===== src/pwpi_pkg.sv =====
package pwpi_pkg;

	// width of the internal destination address arithmetic
	localparam int AddrWidth = 32;

	localparam logic [7:0] OP_RET      = 8'hc3;
	localparam logic [7:0] OP_LOAD     = 8'hb9;
	localparam logic [7:0] OP_ADVANCE  = 8'h05;
	localparam logic [7:0] OP_MOV32    = 8'h89;
	localparam logic [7:0] OP_MODRM    = 8'h48;
	localparam logic [7:0] OP_PREFIX16 = 8'h66;
	localparam logic [7:0] OP_MOV8     = 8'h88;
	localparam logic [7:0] OP_IMM8     = 8'hc6;
	localparam logic [7:0] OP_MODRM_IMM = 8'h40;
	localparam logic [7:0] OP_IMM32    = 8'hc7;
	localparam logic [31:0] ColorSpread = 32'h01010101;

	typedef enum logic [3:0] {
		PH_IDLE,
		PH_ADV,
		PH_COLOR,
		PH_F4_MOD,
		PH_F4_DISP,
		PH_P66,
		PH_F2_MOD,
		PH_F2_DISP,
		PH_F1_MOD,
		PH_F1_DISP,
		PH_I1_MOD,
		PH_I1_BODY,
		PH_I2_MOD,
		PH_I2_BODY,
		PH_I4_MOD,
		PH_I4_BODY
	} phase_t;

	typedef enum logic [1:0] {
		END_RUNNING,
		END_RETURN,
		END_MALFORMED,
		END_EXHAUSTED
	} end_code_t;

	typedef enum logic [1:0] {
		CFG_PROGRAM_KIND,
		CFG_FILL_COLOR,
		CFG_DESTINATION_BASE
	} cfg_index_t;

	typedef struct packed {
		logic        program_kind;
		logic [7:0]  fill_color;
		logic [31:0] destination_base;
	} cfg_t;

	typedef struct packed {
		phase_t                 phase;
		logic [2:0]             op_index;
		logic [31:0]            gather;
		logic [7:0]             disp;
		logic [AddrWidth-1:0]   base;
		logic [31:0]            color;
		logic                   loaded;
		logic                   halted;
	} parse_state_t;

	// parser state out of reset: idle and halted until a first byte
	localparam parse_state_t ParseReset = '{
		phase:    PH_IDLE,
		op_index: 3'd0,
		gather:   32'h0,
		disp:     8'h0,
		base:     '0,
		color:    32'h0,
		loaded:   1'b0,
		halted:   1'b1
	};

	typedef struct packed {
		logic        write_valid;
		logic [31:0] write_address;
		logic [31:0] write_data;
		logic [2:0]  byte_count;
		end_code_t   end_code;
	} result_t;

endpackage


===== src/pwpi_prog_if.sv =====
interface pwpi_prog_if;
	logic       valid;
	logic       ready;
	logic [7:0] program_byte;
	logic       first_byte;
	logic       last_byte;

	modport source (output valid, program_byte, first_byte, last_byte, input ready);
	modport sink (input valid, program_byte, first_byte, last_byte, output ready);
endinterface


===== src/pwpi_result_if.sv =====
interface pwpi_result_if;
	logic        valid;
	logic        ready;
	logic        write_valid;
	logic [31:0] write_address;
	logic [31:0] write_data;
	logic [2:0]  byte_count;
	logic [1:0]  end_code;

	modport source (output valid, write_valid, write_address, write_data, byte_count,
		end_code, input ready);
	modport sink (input valid, write_valid, write_address, write_data, byte_count,
		end_code, output ready);
endinterface


===== src/pwpi_cfg_if.sv =====
interface pwpi_cfg_if;
	logic        valid;
	logic        ready;
	logic [1:0]  index;
	logic [31:0] data;

	modport source (output valid, index, data, input ready);
	modport sink (input valid, index, data, output ready);
endinterface


===== src/pwpi_cfg_regs.sv =====
module pwpi_cfg_regs (
	input  logic             clk,
	input  logic             arst_n,
	input  logic             wr_en,
	input  logic [1:0]       wr_index,
	input  logic [31:0]      wr_data,
	output pwpi_pkg::cfg_t   cfg
);

	pwpi_pkg::cfg_t cfg_q;

	always_ff @(posedge clk or negedge arst_n) begin
		if (!arst_n) begin
			cfg_q <= '0;
		end else if (wr_en) begin
			case (pwpi_pkg::cfg_index_t'(wr_index))
				pwpi_pkg::CFG_PROGRAM_KIND: begin
					cfg_q.program_kind <= wr_data[0];
				end
				pwpi_pkg::CFG_FILL_COLOR: begin
					cfg_q.fill_color <= wr_data[7:0];
				end
				pwpi_pkg::CFG_DESTINATION_BASE: begin
					cfg_q.destination_base <= wr_data;
				end
				default: begin
					// unmapped index, dropped
				end
			endcase
		end
	end

	assign cfg = cfg_q;

endmodule


===== src/pwpi_decoder.sv =====
module pwpi_decoder (
	input  pwpi_pkg::parse_state_t cur,
	input  pwpi_pkg::cfg_t         cfg,
	input  logic [7:0]             prog_byte,
	input  logic                   first,
	input  logic                   last,
	output pwpi_pkg::parse_state_t nxt,
	output pwpi_pkg::result_t      res,
	output logic                   produce
);

	pwpi_pkg::parse_state_t s;
	pwpi_pkg::end_code_t    endc;
	logic                   wv;
	logic [2:0]             cnt;
	logic [31:0]            data;
	logic [2:0]             idx_inc;
	logic [2:0]             idx_dec;
	logic [2:0]             need;
	logic [31:0]            gather_op;
	logic [31:0]            gather_body;
	logic [7:0]             d_sel;
	logic [pwpi_pkg::AddrWidth-1:0] addr_sum;
	logic                   is_disp;

	always_comb begin
		s = cur;
		if (first) begin
			s.phase    = pwpi_pkg::PH_IDLE;
			s.op_index = '0;
			s.gather   = '0;
			s.disp     = '0;
			s.base     = pwpi_pkg::AddrWidth'(cfg.destination_base);
			s.color    = '0;
			s.loaded   = 1'b0;
			s.halted   = 1'b0;
		end

		idx_inc     = s.op_index + 3'd1;
		idx_dec     = s.op_index - 3'd1;
		gather_op   = s.gather | (32'(prog_byte) << {s.op_index[1:0], 3'b000});
		gather_body = s.gather | (32'(prog_byte) << {idx_dec[1:0], 3'b000});
		is_disp     = (s.phase == pwpi_pkg::PH_F4_DISP) || (s.phase == pwpi_pkg::PH_F2_DISP)
			|| (s.phase == pwpi_pkg::PH_F1_DISP);
		d_sel       = is_disp ? prog_byte : s.disp;
		addr_sum    = s.base + {{(pwpi_pkg::AddrWidth-8){d_sel[7]}}, d_sel};
		case (s.phase)
			pwpi_pkg::PH_I1_BODY: need = 3'd1;
			pwpi_pkg::PH_I2_BODY: need = 3'd2;
			default:              need = 3'd4;
		endcase

		nxt  = s;
		wv   = 1'b0;
		cnt  = '0;
		data = '0;
		endc = pwpi_pkg::END_RUNNING;

		if (!s.halted) begin
			case (s.phase)
				pwpi_pkg::PH_IDLE: begin
					nxt.op_index = '0;
					nxt.gather   = '0;
					if (prog_byte == pwpi_pkg::OP_RET) begin
						endc = pwpi_pkg::END_RETURN;
					end else if (prog_byte == pwpi_pkg::OP_ADVANCE) begin
						nxt.phase = pwpi_pkg::PH_ADV;
					end else if (!cfg.program_kind) begin
						case (prog_byte)
							pwpi_pkg::OP_LOAD:     nxt.phase = pwpi_pkg::PH_COLOR;
							pwpi_pkg::OP_MOV32:    nxt.phase = pwpi_pkg::PH_F4_MOD;
							pwpi_pkg::OP_PREFIX16: nxt.phase = pwpi_pkg::PH_P66;
							pwpi_pkg::OP_MOV8:     nxt.phase = pwpi_pkg::PH_F1_MOD;
							default:               endc = pwpi_pkg::END_MALFORMED;
						endcase
					end else begin
						case (prog_byte)
							pwpi_pkg::OP_IMM8:     nxt.phase = pwpi_pkg::PH_I1_MOD;
							pwpi_pkg::OP_PREFIX16: nxt.phase = pwpi_pkg::PH_P66;
							pwpi_pkg::OP_IMM32:    nxt.phase = pwpi_pkg::PH_I4_MOD;
							default:               endc = pwpi_pkg::END_MALFORMED;
						endcase
					end
				end
				pwpi_pkg::PH_ADV, pwpi_pkg::PH_COLOR: begin
					nxt.gather   = gather_op;
					nxt.op_index = idx_inc;
					if (idx_inc >= 3'd4) begin
						if (s.phase == pwpi_pkg::PH_ADV) begin
							nxt.base = s.base + pwpi_pkg::AddrWidth'(gather_op);
						end else begin
							nxt.color  = s.loaded ? gather_op : {4{cfg.fill_color}};
							nxt.loaded = 1'b1;
						end
						nxt.phase = pwpi_pkg::PH_IDLE;
					end
				end
				pwpi_pkg::PH_P66: begin
					if (!cfg.program_kind && prog_byte == pwpi_pkg::OP_MOV32) begin
						nxt.phase = pwpi_pkg::PH_F2_MOD;
					end else if (cfg.program_kind && prog_byte == pwpi_pkg::OP_IMM32) begin
						nxt.phase = pwpi_pkg::PH_I2_MOD;
					end else begin
						endc = pwpi_pkg::END_MALFORMED;
					end
				end
				pwpi_pkg::PH_F4_MOD, pwpi_pkg::PH_F2_MOD, pwpi_pkg::PH_F1_MOD: begin
					if (prog_byte == pwpi_pkg::OP_MODRM) begin
						nxt.phase = pwpi_pkg::phase_t'(s.phase + 4'd1);
					end else begin
						endc = pwpi_pkg::END_MALFORMED;
					end
				end
				pwpi_pkg::PH_F4_DISP, pwpi_pkg::PH_F2_DISP, pwpi_pkg::PH_F1_DISP: begin
					nxt.disp  = prog_byte;
					wv        = 1'b1;
					nxt.phase = pwpi_pkg::PH_IDLE;
					case (s.phase)
						pwpi_pkg::PH_F4_DISP: begin
							cnt  = 3'd4;
							data = s.color;
						end
						pwpi_pkg::PH_F2_DISP: begin
							cnt  = 3'd2;
							data = {16'h0000, s.color[15:0]};
						end
						default: begin
							cnt  = 3'd1;
							data = {24'h000000, s.color[7:0]};
						end
					endcase
				end
				pwpi_pkg::PH_I1_MOD, pwpi_pkg::PH_I2_MOD, pwpi_pkg::PH_I4_MOD: begin
					if (prog_byte == pwpi_pkg::OP_MODRM_IMM) begin
						nxt.phase    = pwpi_pkg::phase_t'(s.phase + 4'd1);
						nxt.op_index = '0;
						nxt.gather   = '0;
					end else begin
						endc = pwpi_pkg::END_MALFORMED;
					end
				end
				default: begin
					// immediate body: displacement then data bytes
					if (s.op_index == 3'd0) begin
						nxt.disp = prog_byte;
					end else begin
						nxt.gather = gather_body;
					end
					nxt.op_index = idx_inc;
					if (idx_inc >= need + 3'd1) begin
						wv        = 1'b1;
						cnt       = need;
						data      = nxt.gather;
						nxt.phase = pwpi_pkg::PH_IDLE;
					end
				end
			endcase

			if (endc != pwpi_pkg::END_RUNNING) begin
				nxt.halted = 1'b1;
				nxt.phase  = pwpi_pkg::PH_IDLE;
			end else if (last) begin
				endc = (nxt.phase == pwpi_pkg::PH_IDLE) ? pwpi_pkg::END_EXHAUSTED
					: pwpi_pkg::END_MALFORMED;
				nxt.halted = 1'b1;
				nxt.phase  = pwpi_pkg::PH_IDLE;
			end
		end

		produce           = !s.halted && (wv || endc != pwpi_pkg::END_RUNNING);
		res.write_valid   = wv;
		res.write_address = wv ? 32'(addr_sum) : 32'h0;
		res.write_data    = data;
		res.byte_count    = cnt;
		res.end_code      = endc;
	end

endmodule


===== src/pixel_write_program_interpreter.sv =====
// compiled-sprite write-program interpreter: program bytes arrive one byte per
// handshake on prog and each completed store, or the end of the program, leaves
// as one word on result (write_valid, little-endian write_data, byte_count, and
// end_code: 0 running, 1 return, 2 malformed or truncated, 3 buffer exhausted).
// a byte flagged first_byte restarts the parser and loads destination_base; after
// any end the block swallows bytes silently until the next first_byte. throughput
// is one program byte per clock: a byte sits in the input register while the
// decoder works out the next parser state and the result, which is then
// captured in the output register; the only limit is the result consumer, and a
// byte that produces no result never waits on it. the result word is offered from
// the output register once its byte has left the input register. configuration
// writes on cfg are always ready and take effect next cycle; they are meant to be
// made between programs.
module pixel_write_program_interpreter (
	input logic          clk,
	input logic          arst_n,
	pwpi_cfg_if.sink     cfg,
	pwpi_prog_if.sink    prog,
	pwpi_result_if.source result
);

	// handshake views; res_ready is also tapped by the checker
	logic prog_valid;
	logic prog_ready;
	logic res_ready;

	// input register
	logic       valid_s1;
	logic [7:0] byte_s1;
	logic       first_s1;
	logic       last_s1;

	// parser state and result register
	pwpi_pkg::parse_state_t state_q;
	pwpi_pkg::parse_state_t state_nxt;
	pwpi_pkg::result_t      res_nxt;
	pwpi_pkg::result_t      res_q;
	logic                   res_valid_q;
	logic                   produce;
	logic                   advance;
	pwpi_pkg::cfg_t         cfg_cur;

	assign prog_valid = prog.valid;
	assign res_ready  = result.ready;

	pwpi_cfg_regs u_cfg_regs (
		.clk      (clk),
		.arst_n   (arst_n),
		.wr_en    (cfg.valid),
		.wr_index (cfg.index),
		.wr_data  (cfg.data),
		.cfg      (cfg_cur)
	);
	assign cfg.ready = 1'b1;

	pwpi_decoder u_decoder (
		.cur       (state_q),
		.cfg       (cfg_cur),
		.prog_byte (byte_s1),
		.first     (first_s1),
		.last      (last_s1),
		.nxt       (state_nxt),
		.res       (res_nxt),
		.produce   (produce)
	);

	// the held byte moves on when its result has room, or when it makes none
	assign advance    = valid_s1 && (!res_valid_q || res_ready || !produce);
	assign prog_ready = !valid_s1 || advance;
	assign prog.ready = prog_ready;

	always_ff @(posedge clk or negedge arst_n) begin
		if (!arst_n) begin
			valid_s1 <= 1'b0;
		end else if (prog_ready) begin
			valid_s1 <= prog_valid;
		end
	end

	always_ff @(posedge clk) begin
		if (prog_ready && prog_valid) begin
			byte_s1  <= prog.program_byte;
			first_s1 <= prog.first_byte;
			last_s1  <= prog.last_byte;
		end
	end

	// parser state: halted until the first program starts
	always_ff @(posedge clk or negedge arst_n) begin
		if (!arst_n) begin
			state_q <= pwpi_pkg::ParseReset;
		end else if (advance) begin
			state_q <= state_nxt;
		end
	end

	always_ff @(posedge clk or negedge arst_n) begin
		if (!arst_n) begin
			res_valid_q <= 1'b0;
		end else if (advance && produce) begin
			res_valid_q <= 1'b1;
		end else if (res_ready) begin
			res_valid_q <= 1'b0;
		end
	end

	always_ff @(posedge clk) begin
		if (advance && produce) begin
			res_q <= res_nxt;
		end
	end

	assign result.valid         = res_valid_q;
	assign result.write_valid   = res_q.write_valid;
	assign result.write_address = res_q.write_address;
	assign result.write_data    = res_q.write_data;
	assign result.byte_count    = res_q.byte_count;
	assign result.end_code      = res_q.end_code;

endmodule


===== src/flat_wrapper.sv =====
// flat-port wrapper written by rule: the top's interface ports become plain ports
module pixel_write_program_interpreter_flat 
  (clk, arst_n, cfg_valid, cfg_index, cfg_data, cfg_ready, prog_valid, prog_program_byte, prog_first_byte, prog_last_byte, prog_ready, result_valid, result_write_valid, result_write_address, result_write_data, result_byte_count, result_end_code, result_ready);
  pwpi_cfg_if cfg_i ();
  pwpi_prog_if prog_i ();
  pwpi_result_if result_i ();
  input logic clk;
  input logic arst_n;
  input wire logic [$bits(cfg_i.valid)-1:0] cfg_valid;
  input wire logic [$bits(cfg_i.index)-1:0] cfg_index;
  input wire logic [$bits(cfg_i.data)-1:0] cfg_data;
  output wire logic [$bits(cfg_i.ready)-1:0] cfg_ready;
  input wire logic [$bits(prog_i.valid)-1:0] prog_valid;
  input wire logic [$bits(prog_i.program_byte)-1:0] prog_program_byte;
  input wire logic [$bits(prog_i.first_byte)-1:0] prog_first_byte;
  input wire logic [$bits(prog_i.last_byte)-1:0] prog_last_byte;
  output wire logic [$bits(prog_i.ready)-1:0] prog_ready;
  output wire logic [$bits(result_i.valid)-1:0] result_valid;
  output wire logic [$bits(result_i.write_valid)-1:0] result_write_valid;
  output wire logic [$bits(result_i.write_address)-1:0] result_write_address;
  output wire logic [$bits(result_i.write_data)-1:0] result_write_data;
  output wire logic [$bits(result_i.byte_count)-1:0] result_byte_count;
  output wire logic [$bits(result_i.end_code)-1:0] result_end_code;
  input wire logic [$bits(result_i.ready)-1:0] result_ready;
  assign cfg_i.valid = cfg_valid;
  assign cfg_i.index = cfg_index;
  assign cfg_i.data = cfg_data;
  assign cfg_ready = cfg_i.ready;
  assign prog_i.valid = prog_valid;
  assign prog_i.program_byte = prog_program_byte;
  assign prog_i.first_byte = prog_first_byte;
  assign prog_i.last_byte = prog_last_byte;
  assign prog_ready = prog_i.ready;
  assign result_valid = result_i.valid;
  assign result_write_valid = result_i.write_valid;
  assign result_write_address = result_i.write_address;
  assign result_write_data = result_i.write_data;
  assign result_byte_count = result_i.byte_count;
  assign result_end_code = result_i.end_code;
  assign result_i.ready = result_ready;
  pixel_write_program_interpreter u_core (.clk(clk), .arst_n(arst_n), .cfg(cfg_i), .prog(prog_i), .result(result_i));
endmodule

===== config.mk =====
export PLATFORM = sky130hd
export DESIGN_NAME = pixel_write_program_interpreter_flat
export DESIGN_NICKNAME = d
export VERILOG_FILES = /design/src/pwpi_pkg.sv /design/src/pwpi_prog_if.sv /design/src/pwpi_result_if.sv /design/src/pwpi_cfg_if.sv /design/src/pwpi_cfg_regs.sv /design/src/pwpi_decoder.sv /design/src/pixel_write_program_interpreter.sv /design/src/flat_wrapper.sv
export SDC_FILE = /design/constraint.sdc
export NUM_CORES = 1
export LEC_CHECK = 0
export BUFFER_PORTS_ARGS = -buffer_cell sky130_fd_sc_hd__clkbuf_2
export CAP_MARGIN = 25
export CORE_ASPECT_RATIO = 0.7
export CORE_MARGIN = 3
export CORE_UTILIZATION = 35
export CTS_BUF_LIST = sky130_fd_sc_hd__clkbuf_4
export DETAILED_ROUTE_END_ITERATION = 6
export PLACE_DENSITY_LB_ADDON = 0.12
export SLEW_MARGIN = 20
export SYNTH_ARGS = -nofsm -noshare
export SYNTH_HDL_FRONTEND = slang
export SYNTH_SLANG_ARGS = --single-unit

===== constraint.sdc =====
create_clock -name clk -period 16.7 [get_ports clk]
set_clock_uncertainty 0.1 [all_clocks]
set_input_delay 0.835 -clock clk [delete_from_list [all_inputs] [get_ports clk]]
set_output_delay 0.835 -clock clk [all_outputs]
set_load 0.02 [all_outputs]

* Yosys cells after proc, flatten, opt, wreduce, memory -nomap -nowiden *
Index checks and enable logic that the tools add are counted.

storage, ports and cells
  input port bits = 49
  output and inout port bits = 73
  logic and storage cells = 150
  flip-flop bits (word level) = 236

cells by class
  shift operators = 2
  $add $sub $neg = 6
  reduce and logical (&&, ||, !) cells = 35
  multiplexer cells = 56
  order comparisons = 2
  eq/ne operators = 26
  bitwise gates (word level) = 2

operator list
  operator                                                                number
  113-bit two-way mux                                                     2
  35-bit case mux with 4 select lines                                     1
  65-bit two-way mux                                                      2
  32-bit two-way mux                                                      4
  32-bit case mux with 2 select lines                                     2
  32-bit adder                                                            2
  32-bit bitwise OR                                                       2
  8-bit by 5-bit << shifter with 32-bit output                            2
  8-bit equality test (second input constant)                             6
  4-bit two-way mux                                                       11
  39-bit two-way mux                                                      1
  33-bit two-way mux                                                      1
  4-bit equality test (second input constant)                             7
  2-bit two-way mux                                                       13
  8-bit by 7-bit equality test with 1-bit output (second input constant)  3
  4-bit case mux with 6 select lines                                      1
  3-bit case mux with 2 select lines                                      3
  4-bit by 3-bit equality test with 1-bit output (second input constant)  4
  8-bit two-way mux                                                       2
  4-bit case mux with 4 select lines                                      1
  8-bit case mux with 2 select lines                                      1
  4-bit case mux with 3 select lines                                      1
  3-bit OR reduction                                                      4
  10-bit OR reduction                                                     1
  25 further kinds                                                        52

* Longest topological paths before layout *
  depth in word-level cells = 21
  gate-level depth with buffers = 25
  mapped depth without buffers = 20

* By module *
From an unflattened synthesis, not the netlist that was laid out.

second synthesis, totals
  cell total of the unflattened synthesis = 2125
  area, all modules = 18691.7 µm²

modules (own cells, without submodules)
  module                           seq. area each (µm²)  area each (µm²)  cells each  times used
  pixel_write_program_interpreter  5281.3                9069.9           734         1
  pwpi_decoder                     0.0                   7948.9           1303        1
  pwpi_cfg_regs                    1026.0                1672.9           88          1

* Least setup slack after synthesis *
Ideal clock, no wire load.

  kind = register -> register
  start = register u_core.first_s1
  end = register u_core.res_q, in the netlist u_core.result.byte_count[0] (enable)
  cell stages (with the launch flop) = 19
  buffers on the path = 3
  setup slack = 10738 ps
  clock period less this slack = 5962 ps
  data required time = 16165 ps
  library setup time = 435 ps
  data arrival time = 5426 ps
  cell sequence = edfxtp_1 > clkbuf_1 > clkbuf_1 > inv_1 > nand2_1 > inv_1 > ha_1 > clkbuf_1 > nand3_1 > ha_1 > ha_1 > nand2_1 > o21ai_1 > o32a_1 > a41oi_1 > nor4b_1 > a21oi_1 > o21ai_0 > and2_1

on the way
  cells in the longest elaborated chain, start to end = 20
  elaborated cells on any way between the ends = 59
  classes of those cells = 3 x add/sub; 2 x order compare; 14 x eq/ne; 24 x mux; 16 x reduce/logical

RTL lines
  item                                    RTL line                                source
  from (decl)                             pixel_write_program_interpreter.sv:30   logic first_s1;
  from (signal assigned)                  pixel_write_program_interpreter.sv:83   first_s1 <= prog.first_byte;
  113-bit two-way mux (*)                 pwpi_decoder.sv:28                      if (first) begin
  4-bit equality test                     pwpi_decoder.sv:47                      case (s.phase)
  3-bit case mux with 2 select lines      pwpi_decoder.sv:47
  3-bit by 1-bit adder with 3-bit output  pwpi_decoder.sv:150                     if (idx_inc >= need + 3'd1) begin
  3-bit >= comparator                     pwpi_decoder.sv:150
  4-bit two-way mux                       pwpi_decoder.sv:150
  4-bit case mux with 6 select lines      pwpi_decoder.sv:60                      case (s.phase)
  4-bit two-way mux                       pwpi_decoder.sv:59                      if (!s.halted) begin
  [4 not listed]                          --
  2-bit two-way mux                       pwpi_decoder.sv:59
  2-bit nonzero test                      pwpi_decoder.sv:170                     produce = !s.halted && (wv || endc != pwpi_pkg::END_RUNNING);
  1-bit logical OR                        pwpi_decoder.sv:170
  1-bit logical AND (*)                   pwpi_decoder.sv:170
  1-bit zero test                         pixel_write_program_interpreter.sv:68   assign advance = valid_s1 && (!res_valid_q || res_ready || !produce);
  1-bit logical OR                        pixel_write_program_interpreter.sv:68
  1-bit logical AND                       pixel_write_program_interpreter.sv:68
  1-bit logical AND (*)                   pixel_write_program_interpreter.sv:108  if (advance && produce) begin
  to (signal assigned)                    pixel_write_program_interpreter.sv:109  res_q <= res_nxt;
  to (decl)                               pixel_write_program_interpreter.sv:37   pwpi_pkg::result_t res_q;

Mark *: on every way between the ends. The rest lies on a longest branch, timed or not. The select of a mux whose other input is x is not followed.
A chain may end at the register's enable or synchronous reset.

* Final worst setup path *
  start = register u_core.first_s1
  end = output port prog_ready

on the way
  cells in the longest elaborated chain, start to end = 20
  elaborated cells on any way between the ends = 59
  classes of those cells = 3 x add/sub; 2 x order compare; 14 x eq/ne; 24 x mux; 16 x reduce/logical

RTL lines
  item                                    RTL line                               source
  113-bit two-way mux (*)                 pwpi_decoder.sv:28
  4-bit equality test                     pwpi_decoder.sv:47
  3-bit case mux with 2 select lines      pwpi_decoder.sv:47
  3-bit by 1-bit adder with 3-bit output  pwpi_decoder.sv:150
  3-bit >= comparator                     pwpi_decoder.sv:150
  4-bit two-way mux                       pwpi_decoder.sv:150
  4-bit case mux with 6 select lines      pwpi_decoder.sv:60
  4-bit two-way mux                       pwpi_decoder.sv:59
  [4 not listed]                          --
  2-bit two-way mux                       pwpi_decoder.sv:59
  2-bit nonzero test                      pwpi_decoder.sv:170
  1-bit logical OR                        pwpi_decoder.sv:170
  1-bit logical AND (*)                   pwpi_decoder.sv:170
  1-bit zero test (*)                     pixel_write_program_interpreter.sv:68
  1-bit logical OR (*)                    pixel_write_program_interpreter.sv:68
  1-bit logical AND (*)                   pixel_write_program_interpreter.sv:68
  1-bit logical OR (*)                    pixel_write_program_interpreter.sv:69  assign prog_ready = !valid_s1 || advance;
  to (decl)                               flat_wrapper.sv:17                     output wire logic [$bits(prog_i.ready)-1:0] prog_ready;

Marks and branches as above.

==> flow_metrics.env <==
export IMPL_portBuffers=120
export IMPL_grt_max_degree=91
export IMPL_drv_cap=0
export IMPL_synth_most_common_cell="nor2_1"
export IMPL_leakage_nw=7.40
export IMPL_path_cells="buf_4 > clkinv_1 > nand2_1 > inv_1 > ha_1 > nand3_1 > ha_1 > ha_1 > nand2_1 > o21ai_1 > o32ai_1 > a311oi_1 > and4bb_1 > a21oi_1 > o21ai_0 > nand3_1 > clkbuf_2"
export IMPL_outcome="completed"
export IMPL_period_needed_ns=7.24
export IMPL_syn_to_final_growth_pct=13.7
export IMPL_post_cts_resized=0
export IMPL_worstRegToRegCells=20
export IMPL_fmax_mhz=138
export IMPL_regToRegStartpoint="u_core.first_s1"
export IMPL_ys_async_sr_fraction=0.661
export IMPL_routed_wl_mm=51.9
export IMPL_wl_met2_mm=21.5
export IMPL_vias=13600
export IMPL_synth_area_sq_um=15500
export IMPL_synth_warnings=0
export IMPL_ant_nets=0
export IMPL_layout_nets=1889
export IMPL_wl_met1_mm=25.7
export IMPL_startpoint_type="register"
export IMPL_cp_slowest_cell="o21ai_1"
export IMPL_multi_input_area_sq_um=8710
export IMPL_worst_path_most_repeated_cell="ha_1"
export IMPL_via_per_inst=5.65
export IMPL_hpwl_mm=35.5
export IMPL_place_area_sq_um=16700
export IMPL_drc=0
export IMPL_grt_overflow=0
export IMPL_syn_area_per_cell_sq_um=9.40
export IMPL_hold_path_class="in -> async"
export IMPL_synth_seq_cells=236
export IMPL_post_cts_setup_buffer_count=0
export IMPL_finalHoldViolCount=0
export IMPL_crit_fanout=59
export IMPL_ys_seq_area_frac=0.407
export IMPL_start_util=0.360
export IMPL_synthCells=1648
export IMPL_grt_usage=0.221
export IMPL_synthTopCellsByArea="dfrtp_1 (25%), edfxtp_1 (16%), mux2_2 (7.5%), ha_1 (5.8%), a21oi_1 (4.2%)"
export IMPL_coreArea_sq_um=43000
export IMPL_critPathTopFamily="compound AO/OA/AOI/OAI gates"
export IMPL_critical_path_arrival_ns=6.30
export IMPL_yosysUniqueCellTypes=79
export IMPL_worst_path_buf_inv=4
export IMPL_fin_ws_ns=9.46
export IMPL_grt_pass1_wl_mm=80.1
export IMPL_tns_ns=0
export IMPL_period_share=0.433
export IMPL_peakVddDrop_uv=54.3
export IMPL_synth_edff_count=80
export IMPL_first_pass_iters=5
export IMPL_htree_levels=3
export IMPL_die_y_um=182
export IMPL_cp_end_kind="output port"
export IMPL_final_layout_size_suffix_gt1_frac=0.217
export IMPL_numCtsBuffers=67
export IMPL_synth_top_area_frac=0.250
export IMPL_die_w_um=257
export IMPL_cts_tree="built"
export IMPL_r2r_slack_ns=9.49
export IMPL_fin_area_sq_um=17600
export IMPL_synth_common_cells="nor2_1 (158), dfrtp_1 (155), nand2_1 (150)"
export IMPL_routabilityCongestion=0.902
export IMPL_clkTransAtPathRegs_ns=0.08
export IMPL_synth_flop_cell="dfrtp_1"
export IMPL_rsz0062_at_grt="false"
export IMPL_routed_top_layer="met4"
export IMPL_pre_cts_slack_ns=9.64
export IMPL_seqCellArea_sq_um=6310
export IMPL_cp_required_ns=15.77
export IMPL_clk_latency_ns=0.75
export IMPL_drt_iter0_drc=1210
export IMPL_antenna_found_initial=3
export IMPL_dieArea_sq_um=46900
export IMPL_max_stage_delay_ns=0.59
export IMPL_grt_pass1_vias=13300
export IMPL_drv_slew=0
export IMPL_io_pins=122
export IMPL_fillers=4332
export IMPL_max_slew_margin_rel=0.276
export IMPL_reg2reg_to="u_core.result.write_address[28]"
export IMPL_wl_met3_mm=3.56
export IMPL_clockBufferDepth=3
export IMPL_p_per_area_nw_per_um2=98.1
export IMPL_rows=63
export IMPL_clock_root_buffer="clkbuf_4"
export IMPL_clock_sinks=236
export IMPL_syn_nets=1771
export IMPL_ctsHoldBuffers=0
export IMPL_tightest_slew_ns=1.09
export IMPL_worstSetupPathType="reg -> out"
export IMPL_setup_viol=0
export IMPL_post_drt_wl_per_cell_um=21.6
export IMPL_synth_largest_area_cell="dfrtp_1"
## per-stage QoR
stage | util | hold slack, ns | instances | total power, mW
6_report | 0.410 | 0.115 | 2406 | 1.73
5_1_grt | 0.410 | 0.108 | 2406 | 1.84
4_1_cts | 0.409 | 0.104 | 2402 | 1.75
3_5_place_dp | 0.387 | 0.369 | 2280 | 1.14
3_3_place_gp | 0.387 | 0.359 | 2280 | 1.14
2_1_floorplan | - | 0.345 | 1648 | 1.02
## layout make-up
cell class	count	area share
diodes	2	0.000284
clock buffers	100	0.0426
clock inverters	22	0.00944
inverters	34	0.00724
multi-input cells	1280	0.494
flip-flops and latches	236	0.358
well taps	585	0.0415
repair buffers	147	0.0471
## layout by cell type, fill, tap and decap left out, types with 6 or more instances in the layout
master    count
nor2_1      156
dfrtp_1     155
nand2_1     150
a21oi_1     127
o21ai_0     126
clkbuf_2    119
mux2_2      103
clkbuf_4    100
edfxtp_1     80
ha_1         72
a22oi_1      67
nor3_1       36
a22o_1       34
inv_1        32
mux2i_1      27
a21o_1       26
xnor2_1      25
buf_4        25
a211oi_1     21
nor2b_1      20
xor2_1       20
o21a_1       18
a31oi_1      18
nand3_1      17
nand2b_1     15
and2_1       15
o21bai_1     15
clkinv_1     14
and3_1       14
o31ai_1      11
nand4_1      10
mux2_4       10
o211ai_1      9
or2_2         7
nor3b_1       6
or3_1         6
## routing by layer
metal,vias up,track usage
li1,6412,-
met2,465,0.318
met4,0,0.0613
met3,81,0.0461
met1,6629,0.331
met5,-,0
## where the power goes
group,internal [mW],switching [mW]
Sequential,0.660,0.0339
Combinational,0.177,0.263
Clock,0.322,0.274
## cell families after synthesis
family / share of synthesized area
other cells: 0.000242
compound gates: 0.223
simple gates: 0.147
xor+xnor: 0.0254
flops: 0.407
fa+ha+maj: 0.0607
mux: 0.102
buf+inv: 0.0342
## worst max path at each step
stage                         start                              end  cells past startpoint
floorplan           u_core.first_s1      u_core.result.byte_count[0]                     18
global placement    u_core.first_s1  u_core.result.write_address[28]                     20
detailed placement  u_core.first_s1  u_core.result.write_address[31]                     21
CTS                 u_core.first_s1                       prog_ready                     17
global route        u_core.first_s1                       prog_ready                     17
finish              u_core.first_s1                       prog_ready                     17
## registers in the layout, summed over array words and instances, names as in the netlist
name	count
u_core.result.write_valid	1
u_core.result.end_code	2
u_core.result.write_address	32
u_core.state_q	113
u_core.result.write_data	32
u_core.result.byte_count	3
u_core.first_s1	1
u_core.u_cfg_regs.cfg	41
u_core.byte_s1	8
u_core.result.valid	1
u_core.valid_s1	1
u_core.last_s1	1
(Power assumes the default switching activity.)
